$ cat src/mlg_pkg.sv
package mlg_pkg;

   // canvas geometry and stop storage
   localparam int SIDE      = 256;
   localparam int CANVAS    = 363;
   localparam int MAX_STOPS = 8;

   localparam int ROW_W      = 9;
   localparam int CHAN_W     = 8;
   localparam int MP_W       = 7;
   localparam int OPACITY_W  = 9;
   localparam int COUNT_W    = 4;
   localparam int STOP_REGS  = 4;
   localparam int STOP_REG_W = 64;
   localparam int WORD_W     = 32;
   localparam int STOP_SEL_W = $clog2(2 * STOP_REGS);

   localparam int MP_MAX      = 100;
   localparam int OPACITY_MAX = 256;

   // register indexes of the csr port, the last index lies outside the map
   localparam int                    CSR_ADDR_W     = 3;
   localparam logic [CSR_ADDR_W-1:0] CSR_MIDPOINT   = 3'd0;
   localparam logic [CSR_ADDR_W-1:0] CSR_OPACITY    = 3'd1;
   localparam logic [CSR_ADDR_W-1:0] CSR_STOP_COUNT = 3'd2;
   localparam logic [CSR_ADDR_W-1:0] CSR_STOPS_0_1  = 3'd3;
   localparam logic [CSR_ADDR_W-1:0] CSR_STOPS_2_3  = 3'd4;
   localparam logic [CSR_ADDR_W-1:0] CSR_STOPS_4_5  = 3'd5;
   localparam logic [CSR_ADDR_W-1:0] CSR_STOPS_6_7  = 3'd6;
   localparam logic [CSR_ADDR_W-1:0] CSR_SPARE      = 3'd7;

   // q0.16 position, one extra bit to hold 1.0
   localparam int FRAC_BITS = 16;
   localparam int REL_W     = FRAC_BITS + 1;
   localparam int REL_ONE   = 1 << FRAC_BITS;

   // band height and half-row arithmetic
   localparam int BAND_W = $clog2(SIDE + 1);
   localparam int DEN_W  = $clog2(2 * SIDE);
   localparam int NUM_W  = $clog2(CANVAS + SIDE + 2 ** (ROW_W + 1)) + 1;

   // divide by 100 as multiply by reciprocal
   localparam int X_W         = $clog2(MP_MAX * SIDE + MP_MAX / 2 + 1);
   localparam int RECIP_SHIFT = 26;
   localparam int RECIP       = (2 ** RECIP_SHIFT + MP_MAX - 1) / MP_MAX;
   localparam int RECIP_W     = $clog2(RECIP + 1);

   // long division pipeline
   localparam int DIV_STEPS  = 2;
   localparam int DIV_STAGES = FRAC_BITS / DIV_STEPS;

   // blending
   localparam int IDX_W       = $clog2(MAX_STOPS);
   localparam int ACC_W       = CHAN_W + FRAC_BITS;
   localparam int OPACITY_FRAC = 8;
   localparam int ALPHA_SHIFT = FRAC_BITS + OPACITY_FRAC;

   typedef struct packed {
      logic [MP_W-1:0]                        midpoint;
      logic [OPACITY_W-1:0]                   opacity;
      logic [COUNT_W-1:0]                     stop_count;
      logic [STOP_REGS-1:0][STOP_REG_W-1:0]   stops;
   } cfg_type;

   // one item on its way through the divider
   typedef struct packed {
      logic                 need_div;
      logic [REL_W-1:0]     fixed_rel;
      logic [DEN_W-1:0]     rem;
      logic [DEN_W-1:0]     den;
      logic [FRAC_BITS-1:0] low_bits;
      logic [FRAC_BITS-1:0] quo;
   } div_type;

   // red in the lowest byte
   typedef struct packed {
      logic [CHAN_W-1:0] alpha;
      logic [CHAN_W-1:0] blue;
      logic [CHAN_W-1:0] green;
      logic [CHAN_W-1:0] red;
   } color_type;

   function automatic logic [WORD_W-1:0] stop_word(
      input logic [STOP_REGS-1:0][STOP_REG_W-1:0] stops,
      input logic [STOP_SEL_W-1:0]                k
   );
      return stops[k[STOP_SEL_W-1:1]][k[0]*WORD_W +: WORD_W];
   endfunction

endpackage

$ cat src/mlg_pos.sv
module mlg_pos (
   input  logic                       clock,
   input  logic                       reset,
   input  mlg_pkg::cfg_type           cfg,
   input  logic                       in_valid,
   output logic                       in_ready,
   input  logic [mlg_pkg::ROW_W-1:0]  in_row,
   output logic                       out_valid,
   input  logic                       out_ready,
   output mlg_pkg::div_type           out_data
);

   localparam int PROD_W = mlg_pkg::X_W + mlg_pkg::RECIP_W;

   // stage 1: band height
   logic [mlg_pkg::MP_W-1:0]   mp_sat;
   logic [mlg_pkg::X_W-1:0]    x_w;
   logic [PROD_W-1:0]          prod_w;
   logic [mlg_pkg::BAND_W-1:0] band_raw;
   logic [mlg_pkg::BAND_W-1:0] band_in;
   logic [mlg_pkg::BAND_W-1:0] band_ff;
   logic [mlg_pkg::ROW_W-1:0]  row_ff;
   logic                       s1_valid_ff;
   logic                       s1_ready;

   // stage 2: position in half rows
   logic signed [mlg_pkg::NUM_W-1:0] fs2_w;
   logic signed [mlg_pkg::NUM_W-1:0] num_w;
   logic signed [mlg_pkg::NUM_W-1:0] den_s;
   logic [mlg_pkg::DEN_W-1:0]        den_w;
   logic                             step_w;
   logic                             at_one;
   mlg_pkg::div_type                 data_in;
   mlg_pkg::div_type                 data_ff;
   logic                             s2_valid_ff;
   logic                             s2_ready;

   assign s2_ready = !s2_valid_ff || out_ready;
   assign s1_ready = !s1_valid_ff || s2_ready;
   assign in_ready = s1_ready;

   always_comb begin
      mp_sat = (cfg.midpoint > mlg_pkg::MP_W'(mlg_pkg::MP_MAX)) ?
               mlg_pkg::MP_W'(mlg_pkg::MP_MAX) : cfg.midpoint;
      x_w = mlg_pkg::X_W'(mp_sat) * mlg_pkg::X_W'(mlg_pkg::SIDE)
            + mlg_pkg::X_W'(mlg_pkg::MP_MAX / 2);
      prod_w = PROD_W'(x_w) * PROD_W'(mlg_pkg::RECIP);
      band_raw = mlg_pkg::BAND_W'(prod_w >> mlg_pkg::RECIP_SHIFT);
      band_in = (band_raw == '0) ? mlg_pkg::BAND_W'(1) : band_raw;
   end

   always_ff @(posedge clock) begin
      if (reset) begin
         s1_valid_ff <= 1'b0;
      end else if (s1_ready) begin
         s1_valid_ff <= in_valid;
      end
   end

   always_ff @(posedge clock) begin
      if (s1_ready) begin
         band_ff <= band_in;
         row_ff  <= in_row;
      end
   end

   always_comb begin
      fs2_w  = mlg_pkg::NUM_W'(mlg_pkg::CANVAS + mlg_pkg::SIDE)
               - (mlg_pkg::NUM_W'(band_ff) << 1);
      num_w  = (mlg_pkg::NUM_W'(row_ff) << 1) - fs2_w;
      den_w  = mlg_pkg::DEN_W'({band_ff - mlg_pkg::BAND_W'(1), 1'b0});
      den_s  = mlg_pkg::NUM_W'(den_w);
      step_w = (band_ff == mlg_pkg::BAND_W'(1));
      // a one-row band is a step that already counts the start row as inside
      at_one = step_w ? (num_w >= 0) : (num_w > 0);

      data_in.need_div  = !step_w && (num_w > 0) && (num_w < den_s);
      data_in.fixed_rel = at_one ? mlg_pkg::REL_W'(mlg_pkg::REL_ONE) : '0;
      data_in.rem       = mlg_pkg::DEN_W'(num_w);
      data_in.den       = den_w;
      data_in.low_bits  = mlg_pkg::FRAC_BITS'(band_ff - mlg_pkg::BAND_W'(1));
      data_in.quo       = '0;
   end

   always_ff @(posedge clock) begin
      if (reset) begin
         s2_valid_ff <= 1'b0;
      end else if (s2_ready) begin
         s2_valid_ff <= s1_valid_ff;
      end
   end

   always_ff @(posedge clock) begin
      if (s2_ready) begin
         data_ff <= data_in;
      end
   end

   assign out_valid = s2_valid_ff;
   assign out_data  = data_ff;

endmodule

$ cat src/mlg_div.sv
module mlg_div (
   input  logic                       clock,
   input  logic                       reset,
   input  logic                       in_valid,
   output logic                       in_ready,
   input  mlg_pkg::div_type           in_data,
   output logic                       out_valid,
   input  logic                       out_ready,
   output logic [mlg_pkg::REL_W-1:0]  out_rel
);

   localparam int LAST = mlg_pkg::DIV_STAGES - 1;

   mlg_pkg::div_type stage_ff    [mlg_pkg::DIV_STAGES];
   logic             valid_ff    [mlg_pkg::DIV_STAGES];
   logic             stage_ready [mlg_pkg::DIV_STAGES];

   for (genvar s = 0; s < mlg_pkg::DIV_STAGES; s++) begin : g_stage
      mlg_pkg::div_type src;
      mlg_pkg::div_type nxt_in;
      logic             src_valid;
      logic             down_ready;

      if (s == 0) begin : g_first
         assign src       = in_data;
         assign src_valid = in_valid;
      end else begin : g_next
         assign src       = stage_ff[s-1];
         assign src_valid = valid_ff[s-1];
      end

      if (s == LAST) begin : g_tail
         assign down_ready = out_ready;
      end else begin : g_body
         assign down_ready = stage_ready[s+1];
      end

      assign stage_ready[s] = !valid_ff[s] || down_ready;

      // restoring division, a few quotient bits per stage
      always_comb begin
         logic [mlg_pkg::DEN_W:0] r2;
         nxt_in = src;
         for (int j = 0; j < mlg_pkg::DIV_STEPS; j++) begin
            r2 = {nxt_in.rem,
                  nxt_in.low_bits[mlg_pkg::FRAC_BITS - 1 - s * mlg_pkg::DIV_STEPS - j]};
            if (r2 >= {1'b0, nxt_in.den}) begin
               nxt_in.rem = mlg_pkg::DEN_W'(r2 - {1'b0, nxt_in.den});
               nxt_in.quo = {nxt_in.quo[mlg_pkg::FRAC_BITS-2:0], 1'b1};
            end else begin
               nxt_in.rem = r2[mlg_pkg::DEN_W-1:0];
               nxt_in.quo = {nxt_in.quo[mlg_pkg::FRAC_BITS-2:0], 1'b0};
            end
         end
      end

      always_ff @(posedge clock) begin
         if (reset) begin
            valid_ff[s] <= 1'b0;
         end else if (stage_ready[s]) begin
            valid_ff[s] <= src_valid;
         end
      end

      always_ff @(posedge clock) begin
         if (stage_ready[s]) begin
            stage_ff[s] <= nxt_in;
         end
      end
   end

   assign in_ready  = stage_ready[0];
   assign out_valid = valid_ff[LAST];
   assign out_rel   = stage_ff[LAST].need_div ? {1'b0, stage_ff[LAST].quo}
                                              : stage_ff[LAST].fixed_rel;

endmodule

$ cat src/mlg_blend.sv
module mlg_blend (
   input  logic                       clock,
   input  logic                       reset,
   input  mlg_pkg::cfg_type           cfg,
   input  logic                       in_valid,
   output logic                       in_ready,
   input  logic [mlg_pkg::REL_W-1:0]  in_rel,
   output logic                       out_valid,
   input  logic                       out_ready,
   output mlg_pkg::color_type         out_color
);

   localparam int POS_W  = mlg_pkg::REL_W + mlg_pkg::IDX_W;
   localparam int MUL_W  = mlg_pkg::ACC_W + 1;
   localparam int APROD_W = mlg_pkg::ACC_W + mlg_pkg::OPACITY_W;
   localparam int CHANS  = 4;

   // stage 1: segment and fraction
   logic [mlg_pkg::COUNT_W-1:0] n_w;
   logic [mlg_pkg::IDX_W-1:0]   seg_w;
   logic [mlg_pkg::IDX_W-1:0]   seg_last;
   logic [POS_W-1:0]            pos_w;
   logic [mlg_pkg::IDX_W:0]     idx_raw;
   logic [mlg_pkg::IDX_W-1:0]   idx_in;
   logic [mlg_pkg::REL_W-1:0]   frac_in;
   logic                        multi_in;
   logic [mlg_pkg::IDX_W-1:0]   idx_ff;
   logic [mlg_pkg::REL_W-1:0]   frac1_ff;
   logic                        multi_ff;
   logic                        v1_ff;
   logic                        r1;

   // stage 2: stop words
   logic [mlg_pkg::STOP_SEL_W-1:0] k1;
   logic [mlg_pkg::STOP_SEL_W-1:0] k2;
   logic [mlg_pkg::WORD_W-1:0]     w1_in;
   logic [mlg_pkg::WORD_W-1:0]     w2_in;
   logic [mlg_pkg::WORD_W-1:0]     w1_ff;
   logic [mlg_pkg::WORD_W-1:0]     w2_ff;
   logic [mlg_pkg::REL_W-1:0]      frac2_ff;
   logic                           v2_ff;
   logic                           r2;

   // stage 3: weighted sums
   logic [mlg_pkg::REL_W-1:0] inv_w;
   logic [mlg_pkg::ACC_W-1:0] acc_in [CHANS];
   logic [mlg_pkg::ACC_W-1:0] acc_ff [CHANS];
   logic                      v3_ff;
   logic                      r3;

   // stage 4: rounding and opacity
   logic [mlg_pkg::OPACITY_W-1:0] op_sat;
   logic [APROD_W-1:0]            aprod_w;
   logic [mlg_pkg::OPACITY_W-1:0] alpha_w;
   logic [mlg_pkg::CHAN_W-1:0]    rgb_w [3];
   mlg_pkg::color_type            color_in;
   mlg_pkg::color_type            color_ff;
   logic                          v4_ff;
   logic                          r4;

   assign r4 = !v4_ff || out_ready;
   assign r3 = !v3_ff || r4;
   assign r2 = !v2_ff || r3;
   assign r1 = !v1_ff || r2;
   assign in_ready = r1;

   always_comb begin
      if (cfg.stop_count == '0) begin
         n_w = mlg_pkg::COUNT_W'(1);
      end else if (cfg.stop_count > mlg_pkg::COUNT_W'(mlg_pkg::MAX_STOPS)) begin
         n_w = mlg_pkg::COUNT_W'(mlg_pkg::MAX_STOPS);
      end else begin
         n_w = cfg.stop_count;
      end
      multi_in = (n_w > mlg_pkg::COUNT_W'(1));
      seg_w    = multi_in ? mlg_pkg::IDX_W'(n_w - mlg_pkg::COUNT_W'(1))
                          : mlg_pkg::IDX_W'(1);
      seg_last = seg_w - mlg_pkg::IDX_W'(1);
      pos_w    = POS_W'(in_rel) * POS_W'(seg_w);
      idx_raw  = pos_w[POS_W-1:mlg_pkg::FRAC_BITS];
      // the top end lands on the last segment with a full fraction
      idx_in   = (idx_raw > {1'b0, seg_last}) ? seg_last : idx_raw[mlg_pkg::IDX_W-1:0];
      frac_in  = mlg_pkg::REL_W'(pos_w - POS_W'({idx_in, mlg_pkg::FRAC_BITS'(0)}));
   end

   always_comb begin
      k1    = mlg_pkg::STOP_SEL_W'(idx_ff);
      k2    = k1 + mlg_pkg::STOP_SEL_W'(1);
      w1_in = mlg_pkg::stop_word(cfg.stops, k1);
      w2_in = multi_ff ? mlg_pkg::stop_word(cfg.stops, k2) : w1_in;
   end

   always_comb begin
      inv_w = mlg_pkg::REL_W'(mlg_pkg::REL_ONE) - frac2_ff;
      for (int c = 0; c < CHANS; c++) begin
         acc_in[c] = mlg_pkg::ACC_W'(
            MUL_W'(w1_ff[c*mlg_pkg::CHAN_W +: mlg_pkg::CHAN_W]) * MUL_W'(inv_w)
            + MUL_W'(w2_ff[c*mlg_pkg::CHAN_W +: mlg_pkg::CHAN_W]) * MUL_W'(frac2_ff));
      end
   end

   always_comb begin
      op_sat = (cfg.opacity > mlg_pkg::OPACITY_W'(mlg_pkg::OPACITY_MAX)) ?
               mlg_pkg::OPACITY_W'(mlg_pkg::OPACITY_MAX) : cfg.opacity;
      for (int c = 0; c < 3; c++) begin
         rgb_w[c] = mlg_pkg::CHAN_W'((MUL_W'(acc_ff[c])
                    + MUL_W'(1 << (mlg_pkg::FRAC_BITS - 1))) >> mlg_pkg::FRAC_BITS);
      end
      aprod_w = APROD_W'(acc_ff[3]) * APROD_W'(op_sat);
      alpha_w = mlg_pkg::OPACITY_W'((aprod_w + APROD_W'(1 << (mlg_pkg::ALPHA_SHIFT - 1)))
                >> mlg_pkg::ALPHA_SHIFT);
      color_in.red   = rgb_w[0];
      color_in.green = rgb_w[1];
      color_in.blue  = rgb_w[2];
      color_in.alpha = alpha_w[mlg_pkg::OPACITY_W-1] ? '1 : alpha_w[mlg_pkg::CHAN_W-1:0];
   end

   always_ff @(posedge clock) begin
      if (reset) begin
         v1_ff <= 1'b0;
         v2_ff <= 1'b0;
         v3_ff <= 1'b0;
         v4_ff <= 1'b0;
      end else begin
         if (r1) begin
            v1_ff <= in_valid;
         end
         if (r2) begin
            v2_ff <= v1_ff;
         end
         if (r3) begin
            v3_ff <= v2_ff;
         end
         if (r4) begin
            v4_ff <= v3_ff;
         end
      end
   end

   always_ff @(posedge clock) begin
      if (r1) begin
         idx_ff   <= idx_in;
         frac1_ff <= frac_in;
         multi_ff <= multi_in;
      end
      if (r2) begin
         w1_ff    <= w1_in;
         w2_ff    <= w2_in;
         frac2_ff <= frac1_ff;
      end
      if (r3) begin
         acc_ff <= acc_in;
      end
      if (r4) begin
         color_ff <= color_in;
      end
   end

   assign out_valid = v4_ff;
   assign out_color = color_ff;

endmodule

$ cat src/multi_stop_linear_gradient_row_color.sv
// channel   dir   transfer when             payload
// req_      in    req_tvalid & req_tready   tdata: row
// rsp_      out   rsp_tvalid & rsp_tready   tdata: red, green, blue, alpha
// csr_      in    csr_we                    csr_addr selects register, csr_wdata
//
// one row per cycle when the result side keeps up; the pipeline is made of
// 2 position stages, 8 divider stages at 2 quotient bits each and 4 blend stages
// the long division of the band position sets the depth of the pipeline
// synchronous active-high reset clears every stage valid and loads register defaults
// each stage loads when it is empty or its successor moves, so bubbles close up
// and input is still taken while the output register holds a result, if a stage is empty
module multi_stop_linear_gradient_row_color (
   input  logic        clock,
   input  logic        reset,

   input  logic        req_tvalid,
   output logic        req_tready,
   input  logic [15:0] req_tdata,    // [8:0] row

   output logic        rsp_tvalid,
   input  logic        rsp_tready,
   output logic [31:0] rsp_tdata,    // [7:0] red, [15:8] green, [23:16] blue, [31:24] alpha

   input  logic        csr_we,
   input  logic [2:0]  csr_addr,
   input  logic [63:0] csr_wdata
);

   mlg_pkg::cfg_type cfg_ff;

   // position stage to divider
   logic             pos_valid;
   logic             pos_ready;
   mlg_pkg::div_type pos_data;

   // divider to blend
   logic                      rel_valid;
   logic                      rel_ready;
   logic [mlg_pkg::REL_W-1:0] rel;

   mlg_pkg::color_type color;

   // config writes; the user keeps the block idle when these come in, it is not enforced
   always_ff @(posedge clock) begin
      if (reset) begin
         cfg_ff.midpoint   <= mlg_pkg::MP_W'(mlg_pkg::MP_MAX);
         cfg_ff.opacity    <= mlg_pkg::OPACITY_W'(mlg_pkg::OPACITY_MAX);
         cfg_ff.stop_count <= mlg_pkg::COUNT_W'(2);
         cfg_ff.stops      <= '0;
      end else if (csr_we) begin
         unique case (csr_addr)
            mlg_pkg::CSR_MIDPOINT:   cfg_ff.midpoint   <= csr_wdata[mlg_pkg::MP_W-1:0];
            mlg_pkg::CSR_OPACITY:    cfg_ff.opacity    <= csr_wdata[mlg_pkg::OPACITY_W-1:0];
            mlg_pkg::CSR_STOP_COUNT: cfg_ff.stop_count <= csr_wdata[mlg_pkg::COUNT_W-1:0];
            mlg_pkg::CSR_STOPS_0_1:  cfg_ff.stops[0]   <= csr_wdata;
            mlg_pkg::CSR_STOPS_2_3:  cfg_ff.stops[1]   <= csr_wdata;
            mlg_pkg::CSR_STOPS_4_5:  cfg_ff.stops[2]   <= csr_wdata;
            mlg_pkg::CSR_STOPS_6_7:  cfg_ff.stops[3]   <= csr_wdata;
            default: begin
               // unused index, write dropped
            end
         endcase
      end
   end

   // band height from midpoint, then row offset against the band in half rows
   mlg_pos u_pos (
      .clock     (clock),
      .reset     (reset),
      .cfg       (cfg_ff),
      .in_valid  (req_tvalid),
      .in_ready  (req_tready),
      .in_row    (req_tdata[mlg_pkg::ROW_W-1:0]),
      .out_valid (pos_valid),
      .out_ready (pos_ready),
      .out_data  (pos_data)
   );

   // relative position as q0.16, rounded half up
   mlg_div u_div (
      .clock     (clock),
      .reset     (reset),
      .in_valid  (pos_valid),
      .in_ready  (pos_ready),
      .in_data   (pos_data),
      .out_valid (rel_valid),
      .out_ready (rel_ready),
      .out_rel   (rel)
   );

   // segment pick, stop lookup, interpolation, opacity; last stage is the output register
   mlg_blend u_blend (
      .clock     (clock),
      .reset     (reset),
      .cfg       (cfg_ff),
      .in_valid  (rel_valid),
      .in_ready  (rel_ready),
      .in_rel    (rel),
      .out_valid (rsp_tvalid),
      .out_ready (rsp_tready),
      .out_color (color)
   );

   assign rsp_tdata = color;

   // a row sent to the divider must already sit below the divisor
   a_div_rem_below_den: assert property (@(posedge clock) disable iff (reset)
      pos_valid && pos_data.need_div |-> pos_data.rem < pos_data.den)
      else $error("divider entry remainder not below divisor");

   // relative position never exceeds 1.0
   a_rel_in_range: assert property (@(posedge clock) disable iff (reset)
      rel_valid |-> rel <= mlg_pkg::REL_W'(mlg_pkg::REL_ONE))
      else $error("relative position above one");

   // input only backs up when every stage is full behind a stalled output
   a_stall_only_when_full: assert property (@(posedge clock) disable iff (reset)
      !req_tready |-> rsp_tvalid && !rsp_tready)
      else $error("input stalled while the pipeline has room");

endmodule

$ cat config.mk
export PLATFORM = sky130hd
export DESIGN_NAME = multi_stop_linear_gradient_row_color
export DESIGN_NICKNAME = d
export VERILOG_FILES = /design/src/mlg_pkg.sv /design/src/mlg_pos.sv /design/src/mlg_div.sv /design/src/mlg_blend.sv /design/src/multi_stop_linear_gradient_row_color.sv
export SDC_FILE = /design/constraint.sdc
export NUM_CORES = 2
export LEC_CHECK = 0
export ABC_AREA = 0
export BUFFER_PORTS_ARGS = -buffer_cell sky130_fd_sc_hd__buf_2
export CORE_UTILIZATION = 45
export DETAILED_ROUTE_END_ITERATION = 10
export GPL_TIMING_DRIVEN = 0
export PLACE_DENSITY = 0.66
export SYNTH_ARGS = -nofsm -noshare
export SYNTH_HDL_FRONTEND = slang
export SYNTH_SLANG_ARGS = --single-unit
$ cat constraint.sdc
create_clock -name clock -period 9 [get_ports clock]
set_clock_uncertainty 0.1 [all_clocks]
set_input_delay 0.45 -clock clock [delete_from_list [all_inputs] [get_ports clock]]
set_output_delay 0.45 -clock clock [all_outputs]
set_load 0.05 [all_outputs]
==> impl_metrics.env <==
export IMPL_p_total_uw=23900
export IMPL_multi_input_area_um2=52100
export IMPL_synthMuxAreaShare=0.0570
export IMPL_nFillCells=15400
export IMPL_status="completed"
export IMPL_fin_nets=9978
export IMPL_rsz0062_at_grt="false"
export IMPL_critical_path_class="flop to flop"
export IMPL_wl_per_cell_um=20.6
export IMPL_dp_hpwl_um=174000
export IMPL_root_buffer="clkbuf_16"
export IMPL_synth_compound_area_frac=0.0603
export IMPL_clock_sinks=720
export IMPL_yosys_most_used_dff="edfxtp_1"
export IMPL_grt_overflow=0
export IMPL_fp_coreArea_um2=170000
export IMPL_cts_max_level=3
export IMPL_finalSetupTns_ns=0
export IMPL_pwr_share_seq=0.224
export IMPL_internal_power_uw=12600
export IMPL_critical_path_arrival_ns=9.01
export IMPL_leakage_uw=0.0364
export IMPL_drv_slew=0
export IMPL_pwr_share_comb=0.627
export IMPL_hold_path_class="input port to flop"
export IMPL_drt_pass1_iterations=6
export IMPL_dr_first_iter_drc_count=4402
export IMPL_switching_power_uw=11200
export IMPL_grt_pass1_vias=59600
export IMPL_syn_instance_count=7891
export IMPL_power_share_clock=0.149
export IMPL_drc=0
export IMPL_dieWidth_um=416
export IMPL_crit_required_ns=9.32
export IMPL_synth_edf_count=438
export IMPL_fin_area_um2=84500
export IMPL_synth_area_um2=77200
export IMPL_vias=56900
export IMPL_synth_xor_area_frac=0.0277
export IMPL_seqCellArea_um2=18800
export IMPL_synth_area_leader_cell="fa_1"
export IMPL_drive_above_1_share=0.0692
export IMPL_startpoint_type="flop"
export IMPL_worst_ir_drop_vdd_mv=0.304
export IMPL_power_density_nw_per_um2=283
export IMPL_ys_seq_area_frac=0.244
export IMPL_critPathMaxStageDelay_ns=0.59
export IMPL_yosys_area_top_type_share=0.282
export IMPL_synth_top_family_by_area="adder cells"
export IMPL_place_congestion=0.975
export IMPL_path_clk_slew_ns=0.06
export IMPL_post_route_period_util=0.965
export IMPL_vias_per_cell=5.44
export IMPL_ys_ff_latch=720
export IMPL_tightest_slew_ns=1.27
export IMPL_antenna_found_initial=12
export IMPL_synth_area_leaders="fa_1 28%, edfxtp_1 17%, ha_1 10%, dfxtp_1 7.3%, nand2_1 7.2%"
export IMPL_swShare=0.470
export IMPL_drtAntennaViolNets=0
export IMPL_maxCapViolCount=0
export IMPL_post_place_ws_ns=-1.56
export IMPL_synth_simple_gate_area_share=0.144
export IMPL_area_delta_synth_final_pct=9.53
export IMPL_ys_warn_count=0
export IMPL_maxSlewHeadroom=0.150
export IMPL_setup_viol=0
export IMPL_crit_slowest_cell="fa_1"
export IMPL_reg2reg_slack_ns=0.32
export IMPL_hold_viol=0
export IMPL_cts_inserted_buffers=82
export IMPL_post_route_worst_setup_slack_ns=0.317
export IMPL_critPathMostFrequentCell="fa_1"
export IMPL_synthArstFlopShare=0
export IMPL_max_freq_mhz=115
export IMPL_num_rows=151
export IMPL_io_buffer_count=111
export IMPL_clock_latency_ns=0.71
export IMPL_grt_pass1_wl_um=340000
export IMPL_crit_fanout=10
export IMPL_die_h_um=416
export IMPL_placed_cell_area_um2=80600
export IMPL_wirelength_um=216000
export IMPL_start_util=0.454
export IMPL_clockBufferDepth=3
export IMPL_grt_start_max_net_pins=65
export IMPL_min_period_ns=8.68
export IMPL_post_synth_num_cell_types=66
export IMPL_syn_area_per_cell_um2=9.78
export IMPL_syn_nets=9700
export IMPL_synthAdderAreaFrac=0.385
export IMPL_critPathCaptureType="flop"
export IMPL_tritoncts="built"
export IMPL_ios=122
export IMPL_fin_hold_ws_ns=0.0551
export IMPL_dieArea_um2=173000
export IMPL_grt_usage=0.253
[path summary, 6_finish.rpt]
check,from,to,depth (start not counted)
hold / removal,csr_wdata[4],cfg_ff[132],3
setup / recovery,u_blend.frac2_ff[2],u_blend.acc_ff[95],28
setup reg to reg,u_blend.frac2_ff[2],u_blend.acc_ff[95],28
hold reg to reg,u_div.stage_ff[1][70],u_div.stage_ff[1][140],0
[repair_timing]
| item | CTS | global route |
|---|---|---|
| resized for setup | 32 | 50 |
| pin swaps | 0 | 1 |
| hold buffers | 73 | 0 |
| buffers inserted | 2 | 4 |
| endpoints found under the setup margin | 42 | 27 |
| endpoints found under the hold margin | 253 | 0 |
[through the flow]
| stage | std cells | utilization |
|---|---|---|
| 2_1_floorplan | 7891 | - |
| 3_3_place_gp | 10200 | 0.474 |
| 3_5_place_dp | 10200 | 0.474 |
| 4_1_cts | 10500 | 0.497 |
| 5_1_grt | 10500 | 0.498 |
| 6_report | 10500 | 0.498 |
[Yosys cell counts, types with 44 or more instances]
cell,count
a21o_1,96
nand4_1,48
mux2i_1,48
a21oi_1,465
ha_1,633
mux4_2,128
o21ai_0,82
nand2_1,1484
xnor2_1,181
inv_1,1298
dfxtp_1,282
nor2_1,187
and2_1,438
xor2_1,61
nor2b_1,51
mux2_2,92
clkbuf_1,345
nor3_1,44
fa_1,1088
edfxtp_1,438
buf_1,46
nand3_1,73
[power by group through the flow]
stage                     sequential (µW)  combinational (µW)  clock [µW]
after global placement               5390               14300           0
final                                5350               15000        3560
after global routing                 5430               16400        3750
after floorplan                      5300               10200           0
after detailed placement             5420               14500           0
after CTS                            5360               14800        3630
[registers in the layout (all words and copies together) (netlist names), 17 cells and up]
name,cells
u_blend.w1_ff,32
u_blend.frac2_ff,17
u_blend.out_color,32
cfg_ff,276
u_blend.w2_ff,32
u_pos.out_data,20
u_blend.frac1_ff,17
u_blend.acc_ff,51
u_div.stage_ff,207
[final cells by class]
class	count	share of cell area
Sequential cell	720	0.222
Buffer	402	0.0188
Antenna cell	10	0.000296
Inverter	1298	0.0577
Clock buffer	112	0.0276
Multi-Input combinational cell	5470	0.617
Tap cell	2218	0.0328
Timing Repair Buffer	195	0.0169
Clock inverter	41	0.00684
[layout by cell type (no fill, tap or decap), drive strengths merged, types with 9 or more instances in the layout]
cell type and instances:
fa 1088, nand3 73, a21o 96, a21oi 467, ha 633, a21boi 9
or2 11, o31ai 14, xnor2 182, clkbuf 451, edfxtp 438, o21ai 83
buf 185, o21bai 19, nor2b 51, dlygate4sd3 73, xor2 61, o21a 19
and3 26, dfxtp 282, inv 1304, nor3b 12, and2 438, nand2 1484
nor2 187, nor3 44, mux2 92, nand2b 40, nand4 49, a31oi 11
or3 15, diode 10, o211ai 12, clkinv 24, mux2i 48, mux4 128
[worst max-delay path: cells and delay by family (launching register included)]
| kind | cells | cell delay, ns |
|---|---|---|
| xor+xnor | 1 | 0.09 |
| fa+ha+maj | 7 | 3.50 |
| buf+inv | 6 | 1.31 |
| flops | 1 | 0.42 |
| simple gates | 6 | 1.24 |
| compound gates | 8 | 1.77 |
[layer usage]
metal  routed length [µm]  vias up  track usage
met5                   66        -            0
met3                18900      471       0.0485
met4                 9550       10        0.105
li1                     -    25600            -
met1                88600    28400        0.337
met2                98800     2447        0.404
[cells by family (layout without fill, tap and decap cells)]
kind of cell               after synthesis  after routing
muxes                                  268            268
xor gates and xnor gates               243            243
DFF                                    720            720
adders and majority gates             1721           1721
other                                    0             10
AOI/OAI and AO/OA                      788            788
buffers and inverters                 1701           2048
and+or+nand+nor                       2450           2450
Power figures use the tool's default switching activity.
